===== src/sv/nmg_pkg.sv =====
// Shared package of the neighborhood mask generator.
// Holds the fixed-point constants, register and shape codes, and the
// command and status structs between the controller and the datapath.
`default_nettype none

package nmg_pkg;

  // Fixed-point format of every length (unsigned, FRAC_BITS fraction bits).
  localparam int unsigned FRAC_BITS = 8;
  localparam int unsigned VOX_W     = 16;
  localparam int unsigned OFF_W     = 6;
  localparam int unsigned IDX_W     = 3;
  localparam int unsigned DIV_W     = VOX_W;
  localparam int unsigned DCNT_W    = $clog2(DIV_W);

  // One voxel, and the default radius 1.01 rounded to nearest.
  localparam logic [VOX_W-1:0] ONE_FX         = VOX_W'(1 << FRAC_BITS);
  localparam logic [VOX_W-1:0] DEFAULT_RADIUS = VOX_W'(((101 << FRAC_BITS) + 50) / 100);
  localparam logic [VOX_W-1:0] RESET_VOXEL    = VOX_W'(256);
  localparam logic [VOX_W-1:0] RESET_RADIUS   = VOX_W'(256);

  // Register indexes of the configuration port.
  localparam logic [IDX_W-1:0] REG_SHAPE   = 3'd0;
  localparam logic [IDX_W-1:0] REG_VOXEL_X = 3'd1;
  localparam logic [IDX_W-1:0] REG_VOXEL_Y = 3'd2;
  localparam logic [IDX_W-1:0] REG_VOXEL_Z = 3'd3;
  localparam logic [IDX_W-1:0] REG_RADIUS  = 3'd4;
  localparam logic [IDX_W-1:0] REG_HALF_X  = 3'd5;
  localparam logic [IDX_W-1:0] REG_HALF_Y  = 3'd6;
  localparam logic [IDX_W-1:0] REG_HALF_Z  = 3'd7;

  // Shape codes.
  localparam logic [1:0] SHAPE_SPHERE = 2'd0;
  localparam logic [1:0] SHAPE_BOX    = 2'd1;
  localparam logic [1:0] SHAPE_DODEC  = 2'd2;
  localparam logic [1:0] SHAPE_OCTA   = 2'd3;

  // Scan phase codes.
  localparam logic [1:0] PH_IDLE = 2'd0;
  localparam logic [1:0] PH_SCAN = 2'd1;
  localparam logic [1:0] PH_DONE = 2'd2;

  // Axis codes used while the half-extents are divided out.
  localparam logic [1:0] AXIS_I = 2'd0;
  localparam logic [1:0] AXIS_J = 2'd1;
  localparam logic [1:0] AXIS_K = 2'd2;

  // Configuration register file contents.
  typedef struct packed {
    logic [1:0]       shape;
    logic [VOX_W-1:0] voxel_x;
    logic [VOX_W-1:0] voxel_y;
    logic [VOX_W-1:0] voxel_z;
    logic [VOX_W-1:0] radius;
    logic [VOX_W-1:0] half_x;
    logic [VOX_W-1:0] half_y;
    logic [VOX_W-1:0] half_z;
  } cfg_t;

  // Commands from the controller to the datapath.
  typedef struct packed {
    logic       restart;
    logic       advance;
    logic       div_start;
    logic       bound_wr;
    logic       prod;
    logic       sqr;
    logic       out_load;
    logic       out_origin;
    logic [1:0] axis;
  } cmd_t;

  // Status from the datapath to the controller.
  typedef struct packed {
    logic div_done;
    logic scan_active;
    logic out_free;
  } sts_t;

endpackage

`default_nettype wire


===== src/sv/nmg_ctrl.sv =====
// Controller of the neighborhood mask generator: sequences the restart
// divisions and the evaluation steps. Uses the structs of nmg_pkg.
`default_nettype none

module nmg_ctrl (
  input  wire logic           clk_i,
  input  wire logic           rst_ni,
  input  wire logic           in_valid_i,
  input  wire logic           restart_i,
  output logic                in_ready_o,
  input  wire nmg_pkg::sts_t  sts_i,
  output nmg_pkg::cmd_t       cmd_o
);

  localparam logic [2:0] S_IDLE   = 3'd0;
  localparam logic [2:0] S_DSTART = 3'd1;
  localparam logic [2:0] S_DWAIT  = 3'd2;
  localparam logic [2:0] S_PROD   = 3'd3;
  localparam logic [2:0] S_SQR    = 3'd4;
  localparam logic [2:0] S_FIN    = 3'd5;

  logic [2:0] state_q, state_d;
  logic [1:0] axis_q, axis_d;
  logic       origin_q, origin_d;
  logic       accept;

  assign accept = in_valid_i && (state_q == S_IDLE);

  // Next state and commands.
  always_comb begin
    state_d  = state_q;
    axis_d   = axis_q;
    origin_d = origin_q;
    cmd_o    = '0;
    cmd_o.axis       = axis_q;
    cmd_o.out_origin = origin_q;
    case (state_q)
      S_IDLE: begin
        if (accept) begin
          if (restart_i) begin
            cmd_o.restart = 1'b1;
            axis_d        = nmg_pkg::AXIS_I;
            origin_d      = 1'b1;
            state_d       = S_DSTART;
          end else if (sts_i.scan_active) begin
            cmd_o.advance = 1'b1;
            origin_d      = 1'b0;
            state_d       = S_PROD;
          end
        end
      end
      S_DSTART: begin
        cmd_o.div_start = 1'b1;
        state_d         = S_DWAIT;
      end
      S_DWAIT: begin
        if (sts_i.div_done) begin
          cmd_o.bound_wr = 1'b1;
          if (axis_q == nmg_pkg::AXIS_K) begin
            state_d = S_FIN;
          end else begin
            axis_d  = axis_q + 1'b1;
            state_d = S_DSTART;
          end
        end
      end
      S_PROD: begin
        cmd_o.prod = 1'b1;
        state_d    = S_SQR;
      end
      S_SQR: begin
        cmd_o.sqr = 1'b1;
        state_d   = S_FIN;
      end
      S_FIN: begin
        if (sts_i.out_free) begin
          cmd_o.out_load = 1'b1;
          state_d        = S_IDLE;
        end
      end
      default: begin
        state_d = S_IDLE;
      end
    endcase
  end

  always_ff @(posedge clk_i or negedge rst_ni) begin
    if (!rst_ni) begin
      state_q  <= S_IDLE;
      axis_q   <= nmg_pkg::AXIS_I;
      origin_q <= 1'b0;
    end else begin
      state_q  <= state_d;
      axis_q   <= axis_d;
      origin_q <= origin_d;
    end
  end

  assign in_ready_o = (state_q == S_IDLE);

endmodule

`default_nettype wire


===== config.mk =====
export PLATFORM = sky130hd
export DESIGN_NAME = nmg_ctrl
export DESIGN_NICKNAME = d
export VERILOG_FILES = /design/src/sv/nmg_pkg.sv /design/src/sv/nmg_ctrl.sv
export SDC_FILE = /design/constraint.sdc
export NUM_CORES = 1
export LEC_CHECK = 0
export CAP_MARGIN = 25
export CORE_AREA = 2 2 39 41
export DETAILED_ROUTE_END_ITERATION = 10
export DIE_AREA = 0 0 41 43
export DONT_BUFFER_PORTS = 1
export GPL_ROUTABILITY_DRIVEN = 0
export SYNTH_ARGS = -nofsm -noshare
export SYNTH_HDL_FRONTEND = slang
export SYNTH_SLANG_ARGS = --single-unit

===== constraint.sdc =====
create_clock -name clk_i -period 3.95 [get_ports clk_i]
set_clock_uncertainty 0.05 [all_clocks]
set_input_delay 0 -clock clk_i [delete_from_list [all_inputs] [get_ports clk_i]]
set_output_delay 0 -clock clk_i [all_outputs]
set_load 0.01 [all_outputs]

# == Yosys cells after proc, flatten, opt, wreduce, memory -nomap -nowiden ==
# Cells that the tools add are included.
# Widths: inputs -> output; s select.
# word_totals
ff_bits,6
# op_classes
eq_ne,12
muxes,26
n_reduce_logical,7
n_addsub,1
# op_table
op,n
$mux 3,6
$pmux 3 s6,1
$mux 1,12
$mux 2,6
$ne 2x2->1 const B,4
$eq 3x2->1 const B,2
$eq 3x3->1 const B,2
$reduce_and 5->1,1
$pmux 2 s2,1
$reduce_and 4->1,1
$reduce_bool 2->1,2
$eq 3x1->1 const B,1
$logic_not 3->1,1
$ne 3x2->1 const B,1
$reduce_and 3->1,1
$add 2x1->2 const B,1
$eq 2x2->1 const B,1
$ne 2x1->1 const B,1
$logic_and 1x1->1,1

# == Depth between registers and ports, before layout ==
# logic_depth
word_depth,4
ltp_mapped,5

# == Worst setup path after synthesis ==
# OpenSTA, ideal clock, no wires.
# synth_path
path_kind,reg2reg
startpoint,reg state_q[0]
endpoint,reg origin_q
setup_slack_ns,2.552
setup_ns,0.064
period_less_slack_ns,1.398
arrival_ns,1.284
stages_incl_launch_ff,5
cell_sequence,dfrtp_1 -> buf_2 -> nor3_1 -> and3_1 -> a21o_1
# synth_between
elab_chain_cells,3
# synth_lines
item,line_no,source
start: declaration,nmg_ctrl.sv:22,"logic [2:0] state_q, state_d;"
start signal: assignment,nmg_ctrl.sv:93,state_q <= state_d;
$logic_not 3->1 *,-,
named net in_ready_o,nmg_ctrl.sv:10,"output logic in_ready_o,"
$logic_and 1x1->1,nmg_ctrl.sv:27,assign accept = in_valid_i && (state_q == S_IDLE);
$reduce_and 3->1 (no line) *,-,
end signal: assignment,nmg_ctrl.sv:95,origin_q <= origin_d;
end: declaration,nmg_ctrl.sv:24,"logic origin_q, origin_d;"
# The timed path passes the listed nets; every way through them passes the cells marked *.
# A chain may end at the register's enable or synchronous reset.

# == Worst setup path after layout ==
# layout_path
startpoint,reg state_q[1]
endpoint,reg origin_q
# Same word-level chain as after synthesis.

==> impl_metrics.yaml <==
clocking:
  cts_num_sinks: 6
  clk_pin_slew_ns: 0.06
  cts_buffer_depth: 2
  cts_root_buf: "clkbuf_4"
  cts-resized-gates: 0
  cts_made_buffers: 3
  h-tree-depth: 1
  cts_tree: "done"
  post-cts-setup-buffer-count: 0
  clkLatencyLatePin_ns: 0.25
run_status:
  status: "complete, no violations"
route:
  avgViaCountPerCell: 5.394
  num_vias: 356
  drt_iter0_drc: 9
  wl_met1_um: 440
  top_layer_used: "met4"
  first_pass_iters: 6
  route.detailed.wl_per_inst_um: 14.64
  drt.antenna.violating_nets: 0
  wl_met2_um: 407
  drc: 0
  wl_met3_um: 67
  wl_um: 966
logic_synthesis:
  yosysUniqueCellTypes: 26
  synth_top_area_share_pct: 37.97
  ys_top_cells_by_area: "dfrtp_1 38%, and3_1 4.7%, nor2_1 4.7%"
  synth_area_um2: 395.4
  synth_top_cell_by_area: "dfrtp_1"
  yosysWarnings: 0
  post_synth.cell_area_avg_um2: 8.986
  synth_cells: 44
  synthesis.nets: 52
  ys_ff_latch: 6
  ys_seq_area_share_pct: 37.97
grt:
  grt_overflow: 0
  grt_first_pass_wirelength_mm: 1.442
  grt_pass1_vias: 347
  antenna_found_initial: 0
  grtUsageTotal_pct: 13.10
  grt_max_degree: 15
sta:
  rsz0062_at_grt: "false"
  slew_headroom_pct: 55.05
  fin_setup_tns_ns: 0
  fin_crit_ns: 2.145
  fin_crit_sh_pct: 54.30
  finalMaxSlewViolations: 0
  holdWs_ns: 0.01472
  worstMarginPinSlew_ns: 0.6690
  setup_viol: 0
  hold_viol_final: 0
  max_freq_mhz: 466.3
finish:
  fillers: 146
  num-nets-final: 60
  syn_to_final_growth_pct: 21.84
  final_cell_mix: "6 x dfrtp_1, 6 x dlygate4sd3_1, 5 x nor2_1"
  drive_above_1_share_pct: 8.000
  diodes: 0
setup_path:
  worst_setup_path_end_kind: "flip-flop"
  cp-start-kind: "flip-flop"
  path_class: "flip-flop to flip-flop"
  worstPathMaxFanout: 14
  cp.required_ns: 4.05
  arrival_ns: 2.24
  rr_worst_depth: 4
  r2r_end: "origin_q$_DFFE_PN0P_"
  crit_end: "origin_q$_DFFE_PN0P_"
  startpoint: "state_q[1]$_DFFE_PN0P_"
  ff2ff_setup_slack_ns: 1.81
  timing.rr.start: "state_q[1]$_DFFE_PN0P_"
floorplan:
  num_io_pins: 18
  design.core.area_um2: 1384
  design.die.area_um2: 1763
  die_w_um: 41
  die_h_um: 43
  start_util_pct: 28.57
  rows: 14
placed_design:
  io_buffer_count: 0
power:
  ir_drop_mv: 0.2820
  leakagePower_nw: 0.2286
  power_density_nw_per_um2: 741.2
min_path:
  holdCritPathClass: "primary input to flip-flop"
run:
  maxCapViolCount: 0
==> stage by stage <==
step	utilization [%]	power, mW	instance area [um2]	setup slack [ns]	instances
detailed placement	28.84	0.2741	399.1	2.412	57
global route	34.81	0.3852	481.7	1.725	66
floorplan	-	0.2597	395.4	2.552	44
global placement	28.84	0.2738	399.1	2.450	57
CTS	34.81	0.3548	481.7	1.906	66
finish	34.81	0.3571	481.7	1.805	66
==> how the worst min path moves through the flow <==
stage | from | end | slack [ns] | depth (start not counted)
2_1_floorplan | rst_ni | axis_q[0]$_DFFE_PN0P_ | -0.35 | 0
3_3_place_gp | rst_ni | axis_q[1]$_DFFE_PN0P_ | -0.35 | 0
3_5_place_dp | rst_ni | axis_q[1]$_DFFE_PN0P_ | -0.35 | 0
4_1_cts | sts_i[2] | state_q[2]$_DFFE_PN0P_ | 0.02 | 3
5_1_grt | rst_ni | axis_q[0]$_DFFE_PN0P_ | 0.03 | 1
6_report | sts_i[2] | state_q[2]$_DFFE_PN0P_ | 0.01 | 3
==> cell families after synthesis <==
kind of cell | after synthesis | share of synthesized area, %
flops | 6 | 37.97
fa+ha+maj | 1 | 3.164
compound gates | 10 | 19.62
simple gates | 22 | 30.38
mux | 1 | 3.796
buf+inv | 4 | 5.061
==> worst max-delay path: stages (launching register included) <==
cell,delay (ns)
dfrtp_1,0.51
nor3_1,0.58
nand3_1,0.14
dlygate4sd3_1,0.58
a21o_1,0.17
==> cell type report <==
class / count / area, um2 / share of cell area [%]
clock buffer: 3 / 22.52 / 4.675
inverter: 1 / 3.754 / 0.7792
sequential: 6 / 150.1 / 31.17
tap: 16 / 20.02 / 4.156
multi-input combinational: 34 / 225.2 / 46.75
timing repair buffer: 6 / 60.06 / 12.47
==> cells in the mapped netlist (all sizes together) <==
cell    number
dfrtp        6
nor2         5
nand2        4
and3         3
a21o         2
and2         2
and3b        2
buf          2
nand2b       2
nor3b        2
a21oi        1
a221o        1
a22o         1
a32o         1
clkbuf       1
ha           1
inv          1
mux2         1
nand3        1
nor3         1
o211ai       1
o21ai        1
o21bai       1
o311ai       1
==> layer usage <==
metal / up-vias / track usage, %
met4: 0 / 12.67
li1: 172 / -
met2: 26 / 16.56
met5: - / 0
met3: 6 / 5.759
met1: 152 / 15.31
==> power by group <==
group | internal [mW] | switching [mW]
clock network | 0.0347 | 0.0265
registers | 0.0883 | 0.0537
logic | 0.0769 | 0.0770
total | 0.200 | 0.157
==> sequential cells by signal (all words and copies together), names as in the netlist <==
signal,cells
origin_q,1
state_q,3
axis_q,2
==> repair_timing <==
action / in CTS / in global routing
hold buffers: 6 / 0
endpoints found under the hold margin: 10 / 0
endpoints found under the setup margin: 0 / 0
Power figures use the tool's default switching activity.
